[src/rtl/msob_pkg.sv]
// package for the mass-spring oscillator bank: types, codes, reset tables
`timescale 1ns / 1ps

package msob_pkg;

    localparam int NUM_OSC_DEF = 8;

    localparam logic [23:0] DAMPING_RST     = 24'd16777048;
    localparam logic [31:0] TIME_STEP_RST   = 32'd42950;
    localparam logic [30:0] STRIKE_VEL_RST  = 31'd196608000;
    localparam logic [23:0] OUTPUT_GAIN_RST = 24'd254201;

    localparam logic [1:0] REG_DAMPING     = 2'd0;
    localparam logic [1:0] REG_TIME_STEP   = 2'd1;
    localparam logic [1:0] REG_STRIKE_VEL  = 2'd2;
    localparam logic [1:0] REG_OUTPUT_GAIN = 2'd3;

    localparam logic [26:0] STIFF_BASE = 27'd20000;
    localparam logic [26:0] STIFF_STEP = 27'd5000;
    localparam logic [17:0] INV_MASS_HEAVY = 18'd262143;

    localparam logic signed [15:0] SAMPLE_MAX = 16'sh7fff;
    localparam logic signed [15:0] SAMPLE_MIN = 16'sh8000;

    typedef struct packed {
        logic [23:0] damping;
        logic [31:0] time_step;
        logic [30:0] strike_velocity;
        logic [23:0] output_gain;
    } cfg_t;

    typedef enum logic [4:0] {
        ST_IDLE,
        ST_READ,
        ST_LOAD,
        ST_DAMP,
        ST_FORCE,
        ST_IMLO,
        ST_IMHI,
        ST_ACC,
        ST_DTLO,
        ST_DTHI,
        ST_DVEL,
        ST_VEL,
        ST_STEP,
        ST_POS,
        ST_ABS,
        ST_GLO,
        ST_GHI,
        ST_SCALE,
        ST_DIV,
        ST_FIN
    } ctrl_state_t;

    typedef enum logic [4:0] {
        OP_NONE,
        OP_STRIKE,
        OP_CLEAR,
        OP_LOAD,
        OP_DAMP,
        OP_FORCE,
        OP_IMLO,
        OP_IMHI,
        OP_ACC,
        OP_DTLO,
        OP_DTHI,
        OP_DVEL,
        OP_VEL,
        OP_STEP,
        OP_POS,
        OP_ABS,
        OP_GLO,
        OP_GHI,
        OP_SCALE,
        OP_DIV,
        OP_FIN
    } dp_op_t;

    function automatic logic [26:0] stiff_reset(input logic [6:0] i);
        return STIFF_BASE + 27'(STIFF_STEP * 27'(i));
    endfunction

    // round(655360 / (10 - i)) for i up to 7, pinned to full scale from 8 up
    function automatic logic [17:0] inv_mass(input logic [6:0] i);
        logic [17:0] val;
        case (i)
            7'd0:    val = 18'd65536;
            7'd1:    val = 18'd72818;
            7'd2:    val = 18'd81920;
            7'd3:    val = 18'd93623;
            7'd4:    val = 18'd109227;
            7'd5:    val = 18'd131072;
            7'd6:    val = 18'd163840;
            7'd7:    val = 18'd218453;
            default: val = INV_MASS_HEAVY;
        endcase
        return val;
    endfunction

endpackage

[src/rtl/msob_ctrl.sv]
// sequencer for the oscillator update, sample scaling and divide steps
`timescale 1ns / 1ps

module msob_ctrl #(
    parameter int NUM_OSC = msob_pkg::NUM_OSC_DEF,
    parameter int IDX_W   = (NUM_OSC > 1) ? $clog2(NUM_OSC) : 1
) (
    input  logic                clk,
    input  logic                rst_n,
    input  logic                start,
    input  logic                mode,
    output logic                busy,
    output msob_pkg::dp_op_t    op,
    output logic [IDX_W-1:0]    idx
);

    import msob_pkg::*;

    localparam logic [IDX_W-1:0] IDX_LAST = IDX_W'(NUM_OSC - 1);

    ctrl_state_t       state_reg, state_next;
    logic [IDX_W-1:0]  idx_reg, idx_next;

    always_ff @(posedge clk or negedge rst_n)
    begin
        if (!rst_n)
        begin
            state_reg <= ST_IDLE;
            idx_reg   <= '0;
        end
        else
        begin
            state_reg <= state_next;
            idx_reg   <= idx_next;
        end
    end

    always_comb
    begin
        state_next = state_reg;
        idx_next   = idx_reg;
        op         = OP_NONE;
        case (state_reg)
            ST_IDLE:
            begin
                if (start)
                begin
                    if (mode)
                    begin
                        op = OP_STRIKE;
                    end
                    else
                    begin
                        op         = OP_CLEAR;
                        idx_next   = '0;
                        state_next = ST_READ;
                    end
                end
            end
            ST_READ:  state_next = ST_LOAD;
            ST_LOAD:
            begin
                op         = OP_LOAD;
                state_next = ST_DAMP;
            end
            ST_DAMP:
            begin
                op         = OP_DAMP;
                state_next = ST_FORCE;
            end
            ST_FORCE:
            begin
                op         = OP_FORCE;
                state_next = ST_IMLO;
            end
            ST_IMLO:
            begin
                op         = OP_IMLO;
                state_next = ST_IMHI;
            end
            ST_IMHI:
            begin
                op         = OP_IMHI;
                state_next = ST_ACC;
            end
            ST_ACC:
            begin
                op         = OP_ACC;
                state_next = ST_DTLO;
            end
            ST_DTLO:
            begin
                op         = OP_DTLO;
                state_next = ST_DTHI;
            end
            ST_DTHI:
            begin
                op         = OP_DTHI;
                state_next = ST_DVEL;
            end
            ST_DVEL:
            begin
                op         = OP_DVEL;
                state_next = ST_VEL;
            end
            ST_VEL:
            begin
                op         = OP_VEL;
                state_next = ST_STEP;
            end
            ST_STEP:
            begin
                op         = OP_STEP;
                state_next = ST_POS;
            end
            ST_POS:
            begin
                op = OP_POS;
                if (idx_reg == IDX_LAST)
                begin
                    state_next = ST_ABS;
                end
                else
                begin
                    idx_next   = idx_reg + 1'b1;
                    state_next = ST_READ;
                end
            end
            ST_ABS:
            begin
                op         = OP_ABS;
                state_next = ST_GLO;
            end
            ST_GLO:
            begin
                op         = OP_GLO;
                state_next = ST_GHI;
            end
            ST_GHI:
            begin
                op         = OP_GHI;
                state_next = ST_SCALE;
            end
            ST_SCALE:
            begin
                op         = OP_SCALE;
                state_next = ST_DIV;
            end
            ST_DIV:
            begin
                op         = OP_DIV;
                state_next = ST_FIN;
            end
            ST_FIN:
            begin
                op         = OP_FIN;
                state_next = ST_IDLE;
            end
            default:  state_next = ST_IDLE;
        endcase
    end

    assign busy = (state_reg != ST_IDLE);
    assign idx  = idx_reg;

    a_idx_range: assert property (@(posedge clk) disable iff (!rst_n)
        idx_reg <= IDX_LAST)
        else $error("oscillator index out of range");

endmodule

[config.mk]
export PLATFORM = sky130hd
export DESIGN_NAME = msob_ctrl
export DESIGN_NICKNAME = d
export VERILOG_FILES = /design/src/rtl/msob_pkg.sv /design/src/rtl/msob_ctrl.sv
export SDC_FILE = /design/constraint.sdc
export NUM_CORES = 1
export LEC_CHECK = 0
export ABC_AREA = 1
export BUFFER_PORTS_ARGS = -buffer_cell sky130_fd_sc_hd__buf_2
export CAP_MARGIN = 20
export CORE_UTILIZATION = 47
export DETAILED_ROUTE_END_ITERATION = 16
export GPL_TIMING_DRIVEN = 0
export PLACE_DENSITY_LB_ADDON = 0.15
export SLEW_MARGIN = 40
export SYNTH_ARGS = -nofsm -noshare
export SYNTH_HDL_FRONTEND = slang
export SYNTH_SLANG_ARGS = --single-unit
[constraint.sdc]
create_clock -name clk -period 1.1 [get_ports clk]
set_input_delay 0.055 -clock clk [delete_from_list [all_inputs] [get_ports clk]]
set_output_delay 0.055 -clock clk [all_outputs]
set_load 0.01 [all_outputs]
==> impl_metrics.tcl, run 1 <==
set metrics [dict create \
    status "finished, violations left" \
    violations "negative setup slack" \
    crit_slowest_cell "dfrtp_2" \
    dieArea_sq_mm 0.00154 \
    p_seq_share_pct 23.2 \
    fin_crit_ps 1450 \
    p_per_area_mw_per_mm2 2510 \
    final_common_cell "nand2_1" \
    endpoint_kind "output pin" \
    final_max_slew_viol_count 0 \
    rr_endpoint "idx[1]$_DFFE_PN0P_" \
    core-area_sq_mm 0.00130 \
    p_switching_w 0.00130 \
    insertion_delay_ps 260 \
    numCtsBuffers 3 \
    root_buffer "clkbuf_4" \
    min_period_over_period_pct 132 \
    finalWorstSetupSlack_ps -348 \
    drt-total-wl_microns 2060 \
    clkSinkCount 8 \
    endpoint "busy" \
    initial_core_util_pct 50.2 \
    clkPwrFrac_pct 8.8 \
    ys_seq_area_share_pct 30.7 \
    final_util_pct 80.0 \
    cts_buffer_depth 2 \
    ioPinCount 13 \
    grt_pass1_vias 694 \
    area_growth_pct 59.4 \
    maxSlewHeadroom_pct 79.6 \
    avgViaCountPerCell 5.39 \
    gp_congestion 0.773 \
    grt.total_usage_pct 26.7 \
    hold_class "in2async" \
    cap_violations 0 \
    setup_tns_ps -3120 \
    finish.net_count 140 \
    die_y_microns 39.3 \
    drtAntennaViolNets 0 \
    largest_reg_flops 5 \
    die_x_microns 39.3 \
    ys_ff_latch 8 \
    rows 13 \
    clk_pin_slew_ps 50 \
    worst-r2r-setup-slack_ps -280 \
    io_buffer_count 12 \
    grt_pass1_wl_microns 2740 \
    crit_path_frequent_cell "nor2_4" \
    final_cell_mix "nand2_1 (17), buf_2 (12), nand3_2 (11), buf_4 (11), inv_1 (10)" \
    slowest_delay_ps 470 \
    cp.arrival_ps 1390 \
    drive_gt1_share_pct 61.4 \
    htreeDepth 1 \
    crit_path_start_kind "flop" \
    syn_nets 108 \
    firstDrtPassIters 4 \
    dp_hpwl_microns 1070 \
    antenna_found_initial 0 \
    worstMarginPinSlew_ps 305 \
    antennaDiodeCount 0 \
    pwr-share-comb_pct 68.0 \
    route.detailed.drc 0 \
    grt_overflow 0 \
    rr_startpoint "state_reg[2]$_DFFE_PN0P_" \
    skew_ps 2.33 \
    startpoint "state_reg[2]$_DFFE_PN0P_" \
    max_freq_mhz 690 \
    wl_per_cell_microns 14.0 \
    crit_chain "nor2_4 > inv_4 > nor2_4 > buf_4 > inv_2 > buf_2" \
    grt_max_degree 11 \
    crit_type "reg2out" \
    setup_violations 13 \
    cts_tree "yes" \
    synth_cell_type_count 17 \
    p_leak_nw 0.554 \
    yosysWarnings 0 \
    hold_viol 0 \
    worstPathMaxFanout 6 \
    max-vdd-ir-drop_uv 1580 \
    syn_avg_cell_area_sq_um 6.40 \
    intPower_w 0.00131 \
    swShare_pct 49.9 \
    worstPathRequired_ps 1040 \
    drt_iter0_markers 18 \
    rsz0062_at_grt "true" \
    worstRegToRegCells 8 \
    n_fill_cell 86 \
    syn-cell-area_sq_um 653 \
    vias 793 \
    postSynthCellCount 102 \
]
==> power groups by stage <==
stage	Combinational, W	Sequential [W]	Clock (W)
floorplan	0.000807	0.000526	0
global placement	0.00109	0.000530	0
detailed placement	0.00111	0.000530	0
CTS	0.00149	0.000547	0.000239
global route	0.00193	0.000619	0.000251
finish	0.00177	0.000606	0.000229
==> per-layer routing <==
layer  up-vias  part of all wire, %  GRT usage (%)
met3         5                  4.1           3.98
met4         0                  1.8           15.5
met2        25                   52           44.2
met5         -                    0              0
li1        387                    -              -
met1       376                   42           32.6
==> area by class of cell <==
type / count / area [sq um] / area share, %
multi-input combinational: 74 / 517 / 49.6
buffer: 1 / 11.3 / 1.08
sequential: 8 / 206 / 19.8
timing repair buffer: 27 / 186 / 17.9
clock buffer: 3 / 22.5 / 2.16
tap: 15 / 18.8 / 1.80
inverter: 19 / 78.8 / 7.57
==> stage by stage <==
stage	total power, W	cell area [sq um]	hold slack, ps	setup slack (ps)	std cells
2_1_floorplan	0.00133	668	-241	-77.4	102
3_3_place_gp	0.00162	747	-87.8	-185	129
3_5_place_dp	0.00164	747	-88.4	-180	129
4_1_cts	0.00228	947	164	-298	147
5_1_grt	0.00279	1040	176	-403	147
6_report	0.00261	1040	166	-348	147
==> worst max-delay path, delay by kind of cell (launching register included) <==
| kind | cells | cell delay [ps] |
|---|---|---|
| flip-flops | 1 | 470 |
| buffers and inverters | 4 | 350 |
| AND/OR/NAND/NOR | 2 | 300 |
==> kinds of logic (layout without fill, tap and decap cells) <==
family	count (synthesis)	in the layout	share of synthesized area (%)
simple gates	66	66	48.3
buf+inv	20	50	12.6
flops	8	8	30.7
compound gates	6	6	4.60
fa+ha+maj	2	2	3.83
==> worst min-delay path by stage <==
stage | slack, ps | cells past startpoint | from | to
2_1_floorplan | -240 | 0 | rst_n | idx[0]$_DFFE_PN0P_
5_1_grt | 180 | 2 | rst_n | idx[0]$_DFFE_PN0P_
3_3_place_gp | -90 | 1 | rst_n | idx[2]$_DFFE_PN0P_
6_report | 170 | 2 | rst_n | state_reg[4]$_DFFE_PN0P_
4_1_cts | 160 | 2 | rst_n | idx[0]$_DFFE_PN0P_
3_5_place_dp | -90 | 1 | rst_n | idx[2]$_DFFE_PN0P_
==> Yosys cell counts, drive strengths merged <==
library cell / count / area [sq um]
nor2: 18 / 85.1
a21oi: 2 / 10.0
inv: 19 / 71.3
dfrtp: 8 / 200
nand4: 4 / 25.0
o21ai: 4 / 20.0
nand3: 14 / 82.6
nand2: 28 / 113
ha: 2 / 25.0
buf: 1 / 11.3
nor3: 2 / 10.0
==> what timing repair did <==
action / in CTS / in global routing
endpoints found under the setup margin: 13 / 13
setup buffers: 14 / 0
resized for setup: 21 / 32
hold buffers: 1 / 0
pin swaps: 7 / 11
hold endpoints to repair: 8 / 0
(Power assumes the default switching activity.)
==> inputs of run 2 (changes only) <==
- ABC_AREA: 1 -> not set
- CORE_UTILIZATION: 47 -> 46
==> run 2 against run 1 <==
Net effect:
- synthesized area shrank 5.4%
- synthesized cell count decreased by 25%
- the run now fails in 5_1_grt
==> impl_metrics.tcl, run 2 <==
set metrics [dict create \
    synth_edf_count 0 \
    cts_buffer_depth 2 \
    numCtsBuffers 3 \
    ys.flop_type "dfrtp_1" \
    dp_slack_ps -646 \
    root_buffer "clkbuf_4" \
    rows 12 \
    syn-cell-area_sq_um 618 \
    initial_core_util_pct 52.8 \
    syn_nets 82 \
    synth_top_area_share_pct 32.4 \
    syn_avg_cell_area_sq_um 8.13 \
    ioPinCount 13 \
    htreeDepth 1 \
    stop_stage "5_1_grt" \
    postSynthCellCount 76 \
    async_flop_share_pct 100 \
    clkSinkCount 8 \
    timing.worst_endpoint.kind "register input" \
    synth_cell_type_count 33 \
    dp_hpwl_microns 1080 \
    die_x_microns 38.7 \
    gp_congestion 0.816 \
    io_buffer_count 12 \
    error "[ERROR DPL-0038] Utilization greater than 100%, impossible to legalize" \
    die_y_microns 38.7 \
    ys_seq_area_share_pct 32.4 \
    yosysWarnings 0 \
    grt_max_degree 11 \
    yosys-top-cells-area "dfrtp_1 (32%), a21oi_1 (6.5%), nand2_1 (4.9%)" \
    status "stopped before the end" \
    crit_endpoint "idx[1]$_DFFE_PN0P_/D" \
    synthTopCellsByCount "a21oi_1 (8), dfrtp_1 (8), nand2_1 (8), nor2_1 (6)" \
    ys_ff_latch 8 \
    yosysTopAreaCell "dfrtp_1" \
]
[run 2: changes by cell type after synthesis, sizes merged, moves of 3 or more]
cell / before / now
inv: 19 / 4
nand4: 4 / 0
nand3: 14 / 3
nand2: 28 / 8
a21oi: 2 / 8
nor2b: 0 / 3
buf: 1 / 5
nor2: 18 / 6
[run 2: through the flow]
step / cell area, sq um / instances
2_1_floorplan: 661 / 76
3_3_place_gp: 738 / 102
3_5_place_dp: 738 / 102
4_1_cts: 970 / 118
[run 2: what timing repair did]
item	4_1_cts
hold buffers	1
pin swaps	8
endpoints found under the setup margin	14
resized for setup	26
endpoints found under the hold margin	8
buffers inserted	13
[run 2: cells by family after synthesis]
family	after synthesis	synth area share (%)
muxes	2	3.24
buffers and inverters	10	9.11
adders and majority gates	3	5.87
DFF	8	32.4
AOI/OAI and AO/OA	20	21.3
and+or+nand+nor	31	25.3
xor gates and xnor gates	2	2.83
==> inputs of run 3 (changes only) <==
- CORE_AREA: not set -> 2 2 63 65
- CORE_UTILIZATION: 46 -> not set
- DIE_AREA: not set -> 0 0 65 67
- clock period: 1.1 -> 1.4 ns (I/O delays scaled with it)
==> run 3 against run 2 <==
Net effect:
- the flow now finishes, with violations (negative setup slack)
- synthesized cell count unchanged
- synthesized area is the same
==> impl_metrics.tcl, run 3 <==
set metrics [dict create \
    status "finished, violations left" \
    violations "negative setup slack" \
    insertion_delay_ps 220 \
    dieArea_sq_mm 0.00436 \
    final_area_sq_mm 0.00106 \
    initial_core_util_pct 17.1 \
    grt.total_usage_pct 8.80 \
    postSynthCellCount 76 \
    worstPathRequired_ps 1510 \
    root_buffer "clkbuf_8" \
    yosysTopAreaCell "dfrtp_1" \
    htreeDepth 1 \
    route.detailed.drc 0 \
    yosysWarnings 0 \
    cts_buffer_depth 2 \
    syn_avg_cell_area_sq_um 8.13 \
    finish.net_count 113 \
    fin_crit_ps 1700 \
    skew_ps 2.95 \
    grt_pass1_wl_microns 2840 \
    max-vdd-ir-drop_uv 670 \
    area_growth_pct 71.3 \
    grt_pass1_vias 620 \
    gp_congestion 0.778 \
    crit_slowest_cell "or3_4" \
    slowest_delay_ps 430 \
    cp.arrival_ps 1810 \
    final_max_slew_viol_count 0 \
    finalWorstSetupSlack_ps -301 \
    syn-cell-area_sq_um 618 \
    drt_iter0_markers 5 \
    avgViaCountPerCell 4.33 \
    clk_pin_slew_ps 40 \
    ys.flop_type "dfrtp_1" \
    die_x_microns 65 \
    p_per_area_mw_per_mm2 2590 \
    grt_max_degree 11 \
    ys_seq_area_share_pct 32.4 \
    drive_gt1_share_pct 51.4 \
    synth_top_area_share_pct 32.4 \
    crit_path_start_kind "flop" \
    wl_per_cell_microns 12.0 \
    antennaDiodeCount 0 \
    setup_violations 7 \
    ioPinCount 13 \
    ys_ff_latch 8 \
    setup_tns_ps -1210 \
    io_buffer_count 12 \
    cts_tree "yes" \
    die_y_microns 67 \
    finalHoldWorstSlack_ps 222 \
    antenna_found_initial 0 \
    firstDrtPassIters 4 \
    syn_nets 82 \
    hold_viol 0 \
    p_leak_nw 0.466 \
    maxSlewHeadroom_pct 81.4 \
    worstMarginPinSlew_ps 278 \
    final_util_pct 29.4 \
    grt_overflow 0 \
    async_flop_share_pct 100 \
    dp_hpwl_microns 1260 \
    endpoint_kind "flop" \
    synthTopCellsByCount "a21oi_1 (8), dfrtp_1 (8), nand2_1 (8), nor2_1 (6)" \
    rows 22 \
    crit_chain "ha_2 > ha_4 > nand4bb_4 > or3_4 > mux2i_1 > nor2_1" \
    drtAntennaViolNets 0 \
    worst-r2r-setup-slack_ps -300 \
    rsz0062_at_grt "true" \
    vias 663 \
    clkSinkCount 8 \
    crit_type "reg2reg" \
    max_freq_mhz 588 \
    synth_cell_type_count 33 \
    n_fill_cell 378 \
    cap_violations 0 \
    core-area_sq_mm 0.00361 \
    drt-total-wl_microns 1840 \
    largest_reg_flops 5 \
    numCtsBuffers 3 \
    placed_cell_area_sq_um 757 \
    worstPathMaxFanout 4 \
    final_cell_mix "buf_4 (11), buf_2 (11), buf_6 (8), dfrtp_1 (8), nand2_1 (7)" \
    synth_edf_count 0 \
    yosys-top-cells-area "dfrtp_1 (32%), a21oi_1 (6.5%), nand2_1 (4.9%)" \
    min_period_over_period_pct 122 \
    hold_class "in2async" \
]
-- run 3: path summary, 6_finish.rpt --
| path | from | end | cells after the start |
|---|---|---|---|
| max | idx[0]$_DFFE_PN0P_ | idx[1]$_DFFE_PN0P_ | 6 |
| min | rst_n | idx[0]$_DFFE_PN0P_ | 2 |
| max reg2reg | idx[0]$_DFFE_PN0P_ | idx[1]$_DFFE_PN0P_ | 6 |
| min reg2reg | idx[2]$_DFFE_PN0P_ | idx[2]$_DFFE_PN0P_ | 2 |
| max in group asynchronous | rst_n | state_reg[0]$_DFFE_PN0P_ | 2 |
| min in group clk | mode | idx[0]$_DFFE_PN0P_ | 5 |
-- run 3: routing by layer --
metal	GRT usage [%]	wire, microns	vias to the layer above
met5	0	0	-
met4	3.19	19	0
met3	2.53	45	2
met2	16.2	1010	8
met1	9.49	764	328
li1	-	-	325
-- run 3: area by class of cell --
cell class,count,area (sq um),area share [%]
Timing Repair Buffer,27,209,19.7
Clock buffer,3,41.3,3.90
Inverter,4,20.0,1.89
Buffer,5,48.8,4.61
Sequential cell,8,200,18.9
Multi-Input combinational cell,58,479,45.3
Tap cell,48,60.1,5.67
-- run 3: where the power goes --
group          switching [W]  internal, W
combinational       0.000975      0.00104
sequential          0.000105     0.000346
clock              0.0000809     0.000185
-- run 3: kinds of logic after synthesis --
family          share of synthesized area (%)
compound gates                           21.3
xor+xnor                                 2.83
fa+ha+maj                                5.87
buf+inv                                  9.11
flops                                    32.4
mux                                      3.24
simple gates                             25.3
-- run 3: through the flow --
step / setup WS [ps] / cells / power [W]
5_1_grt: -388 / 153 / 0.00297
3_3_place_gp: -367 / 136 / 0.00182
6_report: -301 / 153 / 0.00274
2_1_floorplan: -271 / 76 / 0.00144
4_1_cts: -235 / 151 / 0.00259
3_5_place_dp: -366 / 136 / 0.00182
-- run 3: worst max-delay path: cells and delay by family (launching register included) --
kind,cells,cell delay [ps]
adders and majority gates,2,370
DFF,1,380
muxes,1,150
and+or+nand+nor,3,680
-- run 3: repair_timing --
| item | in CTS | in global routing |
|---|---|---|
| endpoints found under the setup margin | 9 | 12 |
| hold endpoints to repair | 8 | 0 |
| buffers inserted | 12 | 3 |
| pin swaps | 4 | 10 |
| resized for setup | 22 | 9 |
| gates cloned | 0 | 0 |
| hold buffers | 1 | 0 |
